===== config.mk =====
export PLATFORM = sky130hd
export DESIGN_NAME = limit_switch_debounce_confirm
export DESIGN_NICKNAME = d
export VERILOG_FILES = /design/src/sv/lsdc_pkg.sv /design/src/sv/limit_switch_debounce_confirm.sv
export SDC_FILE = /design/constraint.sdc
export NUM_CORES = 1
export LEC_CHECK = 0
export BUFFER_PORTS_ARGS = -buffer_cell sky130_fd_sc_hd__clkbuf_2
export CORE_MARGIN = 2
export CORE_UTILIZATION = 66
export CTS_BUF_LIST = sky130_fd_sc_hd__clkbuf_8
export DETAILED_ROUTE_END_ITERATION = 6
export PLACE_DENSITY_LB_ADDON = 0.05
export SKIP_LAST_GASP = 1
export SYNTH_ARGS = -nofsm -noshare
export SYNTH_HDL_FRONTEND = slang
export SYNTH_SLANG_ARGS = --single-unit

===== constraint.sdc =====
create_clock -name clk -period 8.15 [get_ports clk]
set_input_delay 2.445 -clock clk [delete_from_list [all_inputs] [get_ports clk]]
set_output_delay 2.445 -clock clk [all_outputs]
set_load 0.03 [all_outputs]

===== src/sv/lsdc_pkg.sv =====
package lsdc_pkg;

    localparam logic [7:0]  DEBOUNCE_COUNT_RESET = 8'd3;
    localparam logic [15:0] CONFIRM_DELAY_RESET  = 16'd10;

    localparam int CFG_DATA_W  = 16;
    localparam int CFG_INDEX_W = 1;

    // Register indexes on the configuration port
    localparam logic [CFG_INDEX_W-1:0] CFG_DEBOUNCE_COUNT = 1'b0;
    localparam logic [CFG_INDEX_W-1:0] CFG_CONFIRM_DELAY  = 1'b1;

    typedef enum logic [1:0] {
        PHASE_IDLE = 2'd0,
        PHASE_WAIT = 2'd1,
        PHASE_DONE = 2'd2
    } lsdc_phase_t;

    typedef struct packed {
        logic up_raw;
        logic down_raw;
        logic sample_strobe;
        logic tick_strobe;
        logic clear_confirm;
    } lsdc_in_t;

    typedef struct packed {
        logic       up_level;
        logic       down_level;
        logic       up_pending;
        logic       down_pending;
        logic [1:0] confirm_phase;
        logic       confirm_busy;
    } lsdc_out_t;

    typedef struct packed {
        logic       level;
        logic [7:0] count;
        logic       rise;
    } lsdc_deb_t;

endpackage


===== src/sv/limit_switch_debounce_confirm.sv =====
// A result is registered and shown in the cycle after its input transfer.
// Throughput: one item per cycle; the input side stalls only while a finished
// result waits in the output register and out_ready is low.
// Reset (rst_n, asynchronous, active low): levels, counters and pending flags
// clear, confirmation goes idle, debounce_count returns to 3, confirm_delay to 10.
module limit_switch_debounce_confirm (
    input  logic                                   clk,
    input  logic                                   rst_n,
    input  logic                                   in_valid,
    output logic                                   in_ready,
    input  lsdc_pkg::lsdc_in_t                     in_data,
    output logic                                   out_valid,
    input  logic                                   out_ready,
    output lsdc_pkg::lsdc_out_t                    out_data,
    input  logic                                   cfg_we,
    input  logic [lsdc_pkg::CFG_INDEX_W-1:0]       cfg_index,
    input  logic [lsdc_pkg::CFG_DATA_W-1:0]        cfg_data
);

    // Configuration registers
    logic [7:0]  debounce_count_reg;
    logic [15:0] confirm_delay_reg;

    // Block state, advanced once per input transfer
    logic                  up_level_reg,   up_level_next;
    logic                  down_level_reg, down_level_next;
    logic [7:0]            up_count_reg,   up_count_next;
    logic [7:0]            down_count_reg, down_count_next;
    logic                  up_flag_reg,    up_flag_next;
    logic                  down_flag_reg,  down_flag_next;
    lsdc_pkg::lsdc_phase_t phase_reg,      phase_next;
    logic [15:0]           elapsed_reg,    elapsed_next;

    // Output register: parts the input side from a stalled consumer
    logic                  out_valid_reg,  out_valid_next;
    lsdc_pkg::lsdc_out_t   out_data_reg,   out_data_next;

    logic                  in_xfer;
    lsdc_pkg::lsdc_deb_t   up_deb;
    lsdc_pkg::lsdc_deb_t   down_deb;

    // One debounce step: count samples that differ from the held level,
    // flip the level once the count reaches the limit.
    function automatic lsdc_pkg::lsdc_deb_t debounce_step(
        input logic       raw,
        input logic       level,
        input logic [7:0] count,
        input logic [7:0] limit
    );
        lsdc_pkg::lsdc_deb_t res;
        logic [7:0]          cnt_inc;
        cnt_inc   = (count != 8'hFF) ? count + 8'd1 : count;
        res.level = level;
        res.count = 8'd0;
        res.rise  = 1'b0;
        if (raw != level)
        begin
            if (cnt_inc >= limit)
            begin
                res.level = raw;
                res.rise  = raw;
            end
            else
            begin
                res.count = cnt_inc;
            end
        end
        return res;
    endfunction

    // Accept a new item whenever the output register is empty or drains now
    assign in_ready = !out_valid_reg || out_ready;
    assign in_xfer  = in_valid && in_ready;

    assign up_deb   = debounce_step(in_data.up_raw, up_level_reg, up_count_reg,
                                    debounce_count_reg);
    assign down_deb = debounce_step(in_data.down_raw, down_level_reg, down_count_reg,
                                    debounce_count_reg);

    // Next state for one item: timer first, then debounce triggers, then clear
    always_comb
    begin
        up_flag_next    = up_flag_reg;
        down_flag_next  = down_flag_reg;
        phase_next      = phase_reg;
        elapsed_next    = elapsed_reg;
        up_level_next   = up_level_reg;
        down_level_next = down_level_reg;
        up_count_next   = up_count_reg;
        down_count_next = down_count_reg;

        // Advance the confirmation timer from the held phase
        unique case (phase_reg)
            lsdc_pkg::PHASE_IDLE:
            begin
            end
            lsdc_pkg::PHASE_WAIT:
            begin
                if (in_data.tick_strobe && (elapsed_reg != 16'hFFFF))
                begin
                    elapsed_next = elapsed_reg + 16'd1;
                end
                if (elapsed_next >= confirm_delay_reg)
                begin
                    phase_next = lsdc_pkg::PHASE_DONE;
                end
            end
            default:
            begin
                // Confirmed (or the unused code): drop flags, back to idle
                up_flag_next   = 1'b0;
                down_flag_next = 1'b0;
                phase_next     = lsdc_pkg::PHASE_IDLE;
                elapsed_next   = 16'd0;
            end
        endcase

        // Debounce on a sample strobe; a rising level restarts the wait
        if (in_data.sample_strobe)
        begin
            up_level_next   = up_deb.level;
            up_count_next   = up_deb.count;
            down_level_next = down_deb.level;
            down_count_next = down_deb.count;
            if (up_deb.rise)
            begin
                up_flag_next = 1'b1;
                phase_next   = lsdc_pkg::PHASE_WAIT;
                elapsed_next = 16'd0;
            end
            if (down_deb.rise)
            begin
                down_flag_next = 1'b1;
                phase_next     = lsdc_pkg::PHASE_WAIT;
                elapsed_next   = 16'd0;
            end
        end

        // Clear wins over any trigger; levels and counters still update
        if (in_data.clear_confirm)
        begin
            up_flag_next   = 1'b0;
            down_flag_next = 1'b0;
            phase_next     = lsdc_pkg::PHASE_IDLE;
            elapsed_next   = 16'd0;
        end
    end

    // Result fields are the state after the step
    always_comb
    begin
        out_data_next.up_level      = up_level_next;
        out_data_next.down_level    = down_level_next;
        out_data_next.up_pending    = up_flag_next;
        out_data_next.down_pending  = down_flag_next;
        out_data_next.confirm_phase = phase_next;
        out_data_next.confirm_busy  = (phase_next != lsdc_pkg::PHASE_IDLE);
    end

    // Hold the result until it transfers; load a new one on every input transfer
    always_comb
    begin
        if (in_xfer)
        begin
            out_valid_next = 1'b1;
        end
        else if (out_ready)
        begin
            out_valid_next = 1'b0;
        end
        else
        begin
            out_valid_next = out_valid_reg;
        end
    end

    always_ff @(posedge clk or negedge rst_n)
    begin
        if (!rst_n)
        begin
            debounce_count_reg <= lsdc_pkg::DEBOUNCE_COUNT_RESET;
            confirm_delay_reg  <= lsdc_pkg::CONFIRM_DELAY_RESET;
        end
        else if (cfg_we)
        begin
            unique case (cfg_index)
                lsdc_pkg::CFG_DEBOUNCE_COUNT: debounce_count_reg <= cfg_data[7:0];
                lsdc_pkg::CFG_CONFIRM_DELAY:  confirm_delay_reg  <= cfg_data[15:0];
                default:
                begin
                end
            endcase
        end
    end

    always_ff @(posedge clk or negedge rst_n)
    begin
        if (!rst_n)
        begin
            up_level_reg   <= 1'b0;
            down_level_reg <= 1'b0;
            up_count_reg   <= 8'd0;
            down_count_reg <= 8'd0;
            up_flag_reg    <= 1'b0;
            down_flag_reg  <= 1'b0;
            phase_reg      <= lsdc_pkg::PHASE_IDLE;
            elapsed_reg    <= 16'd0;
        end
        else if (in_xfer)
        begin
            up_level_reg   <= up_level_next;
            down_level_reg <= down_level_next;
            up_count_reg   <= up_count_next;
            down_count_reg <= down_count_next;
            up_flag_reg    <= up_flag_next;
            down_flag_reg  <= down_flag_next;
            phase_reg      <= phase_next;
            elapsed_reg    <= elapsed_next;
        end
    end

    always_ff @(posedge clk or negedge rst_n)
    begin
        if (!rst_n)
        begin
            out_valid_reg <= 1'b0;
        end
        else
        begin
            out_valid_reg <= out_valid_next;
        end
    end

    always_ff @(posedge clk)
    begin
        if (in_xfer)
        begin
            out_data_reg <= out_data_next;
        end
    end

    assign out_valid = out_valid_reg;
    assign out_data  = out_data_reg;

endmodule


**After elaboration in Yosys (flattened, before gate mapping)**

Index checks and enable logic that the tools add are counted.

- Bits in registers: 70
- Input port bits: 27
- Output and inout bits: 9
- Word-level logic and storage cells: 76

- Add/subtract/negate cells: 3
- $lt $le $gt $ge: 3
- Equality and inequality tests: 6
- Mux-type cells: 35
- Bitwise logic cells: 1
- Reduce and logical (&&, ||, !) cells: 11

Operators with widths:

| kind | number |
|---|---|
| two-way mux 16 bit | 6 |
| two-way mux 8 bit | 4 |
| one-hot mux 16 bit (2 select lines) | 1 |
| two-way mux 10 bit | 2 |
| adder 16 x 1 -> 16 bit, second input constant | 1 |
| adder 8 x 1 -> 8 bit, second input constant | 2 |
| >= comparator 16 bit | 1 |
| >= comparator 8 bit | 2 |
| two-way mux 1 bit | 16 |
| inequality test 16 bit, second input constant | 1 |
| inequality test 8 bit, second input constant | 2 |
| two-way mux 2 bit | 5 |
| AND reduction 2 bit | 3 |
| one-hot mux 2 bit (2 select lines) | 1 |
| nonzero test 2 bit | 2 |
| equality test 2 x 1 -> 1 bit, second input constant | 1 |
| logical AND 1 bit | 2 |
| logical NOT 2 bit | 1 |
| inequality test 1 bit | 2 |
| OR reduction 2 bit | 1 |
| logical NOT 1 bit | 1 |
| logical OR 1 bit | 1 |
| NOT 1 bit | 1 |

**Depth between registers and ports, before layout**

Gate-level depths: netlist of the first run.

- Word-level depth: 12
- Depth in mapped cells: 16
- Mapped depth without buffers: 15

**Worst setup path before layout of the first run**

OpenSTA, ideal clock, no wires.

- Path kind: input to output
- Start: in out_ready
- End: out in_ready
- Arrival: 2755 ps
- Data required time: 5705 ps
- Slack: 2950 ps
- Stages on the path: 1
- Path buffers: 0
- Path through: nand2b_1

- Word-level cells in the longest chain between the ends: 1

Ends and longest elaborated chain:

| item | RTL line | RTL |
|---|---|---|
| start: declaration | limit_switch_debounce_confirm.sv:13 | `input logic out_ready,` |
| logical OR 1 bit | limit_switch_debounce_confirm.sv:72 | `assign in_ready = !out_valid_reg \|\| out_ready;` |
| end: declaration | limit_switch_debounce_confirm.sv:10 | `output logic in_ready,` |

Every way passes these cells.

**Worst setup path in the final report of the first run**

Same ends and word-level chain as after synthesis.

==> results of run 1 <==
==> per-stage QoR <==
step | hold slack (ps) | std cells | instance area [um^2]
CTS | 493 | 589 | 4870
detailed placement | 473 | 573 | 4660
finish | 488 | 589 | 4870
floorplan | 442 | 473 | 4430
global placement | 457 | 573 | 4660
global route | 527 | 589 | 4870
==> power by group through the flow <==
stage / sequential, mW / clock (mW) / combinational [mW]
6_report: 0.441 / 0.305 / 0.261
5_1_grt: 0.448 / 0.323 / 0.293
4_1_cts: 0.441 / 0.310 / 0.261
3_5_place_dp: 0.447 / 0 / 0.257
3_3_place_gp: 0.445 / 0 / 0.248
2_1_floorplan: 0.442 / 0 / 0.187
==> worst min-delay path by stage <==
stage,startpoint,end
detailed placement,up_flag_reg,up_flag_reg
floorplan,down_flag_reg,down_flag_reg
CTS,up_flag_reg,up_flag_reg
finish,up_flag_reg,up_flag_reg
global route,confirm_delay_reg[2],confirm_delay_reg[2]
global placement,down_flag_reg,down_flag_reg
==> cell families (layout without fill, tap and decap cells) <==
group / Yosys count / count (layout)
xor gates and xnor gates: 22 / 22
buffers and inverters: 47 / 86
DFF: 70 / 70
muxes: 25 / 25
and+or+nand+nor: 183 / 183
adders and majority gates: 35 / 35
AOI/OAI and AO/OA: 91 / 91
==> per-layer routing <==
metal  track usage  vias up  part of all wire
met5             0        -                 0
met4        0.0938        0             0.014
met3        0.0568       16             0.069
met2         0.425      139              0.44
met1         0.419     1733              0.47
li1              -     1754                 -
==> worst min-delay path: stages (launching register included) <==
cell and delay [ps]:
dfrtp_1 350, nand2_1 50, o21ai_0 60
==> final cells by class <==
| class | count | area (um^2) |
|---|---|---|
| tap | 77 | 96.3 |
| clock buffer | 9 | 124 |
| timing repair buffer | 38 | 198 |
| fill | 471 | 1550 |
| multi-input combinational | 356 | 2450 |
| sequential | 70 | 1790 |
| clock inverter | 7 | 90.1 |
| inverter | 32 | 120 |
==> cell usage in the layout, fill, tap and decap left out, drive strengths merged, types with 4 or more instances in the layout <==
| cell type | count |
|---|---|
| and2 | 4 |
| xnor2 | 10 |
| dfrtp | 59 |
| nor3 | 6 |
| nand4 | 7 |
| o31ai | 6 |
| a21o | 4 |
| a31oi | 4 |
| a21oi | 20 |
| xor2 | 12 |
| inv | 33 |
| and4 | 6 |
| and3 | 8 |
| o21ai | 26 |
| mux2 | 23 |
| ha | 35 |
| clkbuf | 44 |
| nor2 | 24 |
| edfxtp | 7 |
| nand3 | 31 |
| nand2 | 68 |
| nor2b | 7 |
| dfstp | 4 |
| o211ai | 5 |
| nand2b | 15 |
==> impl_metrics.tcl, run 1 <==
set metrics [dict create \
    dieArea_um2 7390 \
    via_per_inst 6.18 \
    die_x_um 86.0 \
    gr-total-overflow 0 \
    initialDrtViolationCount 248 \
    crit_family "buffers and inverters" \
    io_pins 36 \
    num_rows 29 \
    switchingPower_mw 0.326 \
    final.setup_skew_ps 14.3 \
    p_seq_frac 0.438 \
    critPathLaunchType "primary input" \
    final_hold_viol_count 0 \
    synth-simple-area-share 0.202 \
    dp_slack_ps 2750 \
    setup-tns-final_ps 0 \
    antenna_found_initial 0 \
    max_cap_viol_count 0 \
    crit_type "primary input to output pin" \
    hpwl_um 6990 \
    crit_end "in_ready" \
    cts_htree_levels 3 \
    synthAdderAreaFrac 0.0988 \
    routed_wl_um 9840 \
    io_buffers 35 \
    ys_types 54 \
    critical-path-max-stage-delay_ps 200 \
    crit_fanout 4 \
    synth_xor_area_frac 0.0435 \
    post_cts_buffers 0 \
    yosysMostFrequentCell "nand2_1" \
    worstSetupPathDepth 3 \
    synth.ff_latch_count 70 \
    clockPowerShare 0.303 \
    cts_tree "built" \
    end_kind "output pin" \
    powerDensity_nw_per_um2 207 \
    slowest_stage "clkbuf_2" \
    gp_congestion 0.914 \
    setup_violations 0 \
    worstReg2RegEnd "elapsed_reg[9]" \
    post_cts_resized 0 \
    finalMaxSlewViolations 0 \
    vias 3642 \
    grtUsageTotal 0.285 \
    synthesis.nets 535 \
    wl_per_cell_um 16.7 \
    yosysTopAreaCell "dfrtp_1" \
    drc_errors 0 \
    numClockSinks 70 \
    synth_common_cells "nand2_1 (68), dfrtp_1 (59), ha_1 (35), inv_1 (32), nand3_1 (31)" \
    p_comb_frac 0.259 \
    ant_nets 0 \
    min_period_over_period 0.655 \
    area_growth_pct 9.85 \
    dr.pass1.iters 5 \
    min_path_type "register to register" \
    layout_setup_ws_ps 2810 \
    synth_compound_area_frac 0.146 \
    outcome "completed" \
    p_leak_nw 2.41 \
    fmax_mhz 187 \
    crit_buf_inv 2 \
    ir_drop_mv 0.153 \
    drive_gt1_frac 0.170 \
    crit_top_cell "clkbuf_2" \
    cp_cell_sequence "clkbuf_2, nand2b_1, clkbuf_2" \
    grt_max_degree 64 \
    crit-reg2reg-launch "up_count_reg[0]" \
    yosys-top-cells-area "dfrtp_1 (33%), ha_1 (9.9%), mux2_2 (5.8%)" \
    tightestPinTransition_ps 826 \
    cts_root_buffer "clkbuf_8" \
    clkTransAtPathRegs_ps 80 \
    worst_ep_required_time_ps 5710 \
    cts_hold_buf 0 \
    first_global_vias 3464 \
    switching_share 0.323 \
    grt_pass1_wl_um 16600 \
    ys_warn_count 0 \
    synthesis.area_um2 4430 \
    worstSetupStartpoint "out_ready" \
    max-clock-path-buffers 2 \
    cts_buffers 9 \
    total_power_mw 1.01 \
    nets 569 \
    synth_edf_count 7 \
    core_region_area_um2 6420 \
    die_h_um 86.0 \
    synth_mux_area_frac 0.0629 \
    hold_depth 2 \
    clock_latency_ps 340 \
    synth-seq-area-share 0.404 \
    yosysTopAreaCellShare 0.333 \
    p_int_mw 0.682 \
    synth_flop_cell "dfrtp_1" \
    synth_cells 473 \
    final_core_util 0.758 \
    async_reset_ff_frac 0.900 \
    arrival_ps 2890 \
    synth_top_family_by_area "simple AND/OR/NAND/NOR gates" \
    r2r_slack_ps 4190 \
    rsz0062_at_grt "no" \
    start_util 0.690 \
    syn-mean-instance-area_um2 9.37 \
    r2r_cells 13 \
    diodes 0 \
    finalCriticalPeriod_ps 5340 \
    maxSlewHeadroom 0.448 \
]
Note: power is estimated with default switching activity, not from simulation.
==> run 2, diff against run 1 <==
--- a/config.mk
+++ b/config.mk
@@ -7,7 +7,7 @@
 export LEC_CHECK = 0
 export BUFFER_PORTS_ARGS = -buffer_cell sky130_fd_sc_hd__clkbuf_2
 export CORE_MARGIN = 2
-export CORE_UTILIZATION = 66
+export CORE_UTILIZATION = 56
 export CTS_BUF_LIST = sky130_fd_sc_hd__clkbuf_8
 export DETAILED_ROUTE_END_ITERATION = 6
 export PLACE_DENSITY_LB_ADDON = 0.05
==> constraint.sdc (replaced) <==
create_clock -name clk -period 4.32 [get_ports clk]
set_input_delay 1.296 -clock clk [delete_from_list [all_inputs] [get_ports clk]]
set_output_delay 1.296 -clock clk [all_outputs]
set_load 0.03 [all_outputs]
==> impl_metrics.tcl, run 2 (synthesis gave the netlist of run 1 again) <==
set metrics [dict create \
    outcome "completed" \
    wl_per_cell_um 15.3 \
    switchingPower_mw 0.596 \
    layout_common_cells "nand2_1 (68), dfrtp_1 (59), inv_1 (36), ha_1 (35), clkbuf_2 (35)" \
    crit_type "register to register" \
    grtUsageTotal 0.241 \
    dpl-instance-area_um2 4730 \
    p_leak_nw 2.43 \
    design_area_um2 4900 \
    final_hold_viol_count 0 \
    r2r_cells 13 \
    powerDensity_nw_per_um2 363 \
    finalCriticalPeriod_ps 3800 \
    ant_nets 0 \
    final_common_cell "nand2_1" \
    drive_gt1_frac 0.174 \
    max_cap_viol_count 0 \
    gr-total-overflow 0 \
    setup_violations 0 \
    cts_htree_levels 3 \
    finalMaxSlewViolations 0 \
    first_global_vias 3515 \
    gp_congestion 0.871 \
    layout_setup_ws_ps 524 \
    worst_ep_required_time_ps 4590 \
    clkTransAtPathRegs_ps 70 \
    clockPowerShare 0.256 \
    critPathLaunchType "register" \
    post_cts_resized 0 \
    io_buffers 35 \
    maxSlewHeadroom 0.450 \
    dieArea_um2 8650 \
    ir_drop_mv 0.207 \
    seq_area_um2 1790 \
    via_per_inst 5.77 \
    p_int_mw 1.18 \
    die_h_um 93.0 \
    setup-tns-final_ps 0 \
    crit-reg2reg-launch "up_count_reg[0]" \
    end_kind "register" \
    r2r_slack_ps 520 \
    worstReg2RegEnd "elapsed_reg[10]" \
    grt_max_degree 31 \
    cts_buffers 9 \
    post_cts_buffers 0 \
    grt_pass1_wl_um 16600 \
    clock_latency_ps 340 \
    max-clock-path-buffers 2 \
    hp-start "down_flag_reg" \
    nFillCells 669 \
    io_pins 36 \
    p_seq_frac 0.469 \
    routed_wl_um 9510 \
    diodes 0 \
    start_util 0.577 \
    dp_slack_ps 281 \
    dr.pass1.iters 5 \
    tightestPinTransition_ps 824 \
    nets 575 \
    area_growth_pct 10.4 \
    p_comb_frac 0.275 \
    crit_fanout 15 \
    min_path_type "register to register" \
    multi_input_area_um2 2450 \
    hold_depth 2 \
    cts_hold_buf 0 \
    initialDrtViolationCount 246 \
    fmax_mhz 263 \
    holdWs_ps 483 \
    die_x_um 93.0 \
    switching_share 0.335 \
    antenna_found_initial 0 \
    cts_root_buffer "clkbuf_8" \
    min_to "down_flag_reg" \
    hpwl_um 7160 \
    cts_tree "built" \
    core_region_area_um2 7690 \
    numClockSinks 70 \
    final.setup_skew_ps 11.0 \
    rsz0062_at_grt "no" \
    drc_errors 0 \
    vias 3580 \
    arrival_ps 4070 \
    num_rows 32 \
    min_period_over_period 0.879 \
]
[run 2: changes by cell type in the layout (fill, tap and decap cells not counted), sizes merged]
cell | previous run | this run
clkinvlp | 1 | 0
clkbuf | 44 | 45
clkinv | 3 | 2
bufinv | 2 | 0
inv | 33 | 36
buf | 3 | 9
[run 2: worst max path at each step]
| stage | from | to | slack, ps | cells past startpoint |
|---|---|---|---|---|
| floorplan | in_data[1] | out_data[1] | 530 | 12 |
| global placement | in_data[1] | out_data[1] | 360 | 14 |
| detailed placement | in_data[1] | out_data[1] | 280 | 14 |
| CTS | up_count_reg[0] | elapsed_reg[10] | 540 | 13 |
| global route | up_count_reg[1] | phase_reg[1] | 210 | 13 |
| finish | up_count_reg[0] | elapsed_reg[10] | 520 | 13 |
[run 2: power groups by stage]
stage | Sequential, mW | Clock, mW | Combinational, mW
4_1_cts | 0.833 | 0.466 | 0.492
3_5_place_dp | 0.845 | 0 | 0.488
3_3_place_gp | 0.839 | 0 | 0.472
6_report | 0.834 | 0.455 | 0.488
5_1_grt | 0.846 | 0.493 | 0.548
2_1_floorplan | 0.834 | 0 | 0.353
[run 2: stage by stage]
step	cells	power [mW]	util
2_1_floorplan	473	1.19	-
3_3_place_gp	604	1.31	0.616
3_5_place_dp	604	1.33	0.616
4_1_cts	620	1.79	0.637
5_1_grt	620	1.89	0.637
6_report	620	1.78	0.637
[run 2: cell type report]
| type | instances | area share |
|---|---|---|
| inverter | 32 | 0.0245 |
| tap | 102 | 0.0261 |
| timing repair buffer | 44 | 0.0496 |
| clock inverter | 6 | 0.00511 |
| clock buffer | 10 | 0.0281 |
| sequential | 70 | 0.366 |
| multi-input combinational | 356 | 0.501 |
[run 2: per-layer routing]
metal	up-vias	share of wire	global-route usage
met5	-	0	0
met4	0	0.013	0.0637
met3	12	0.049	0.0427
met2	97	0.44	0.376
met1	1705	0.50	0.350
li1	1766	-	-
[run 2: critical path, stage by stage, from the launching register on]
cell      delay (ps)
dfrtp_1          420
ha_1             200
nand3_1          140
nor2_1           330
nand3_1          230
xnor2_1          270
ha_1             280
nand2b_4         130
a2111o_1         440
a311oi_4         320
o22ai_2          170
a21boi_4         430
a21o_1           240
a32o_1           140
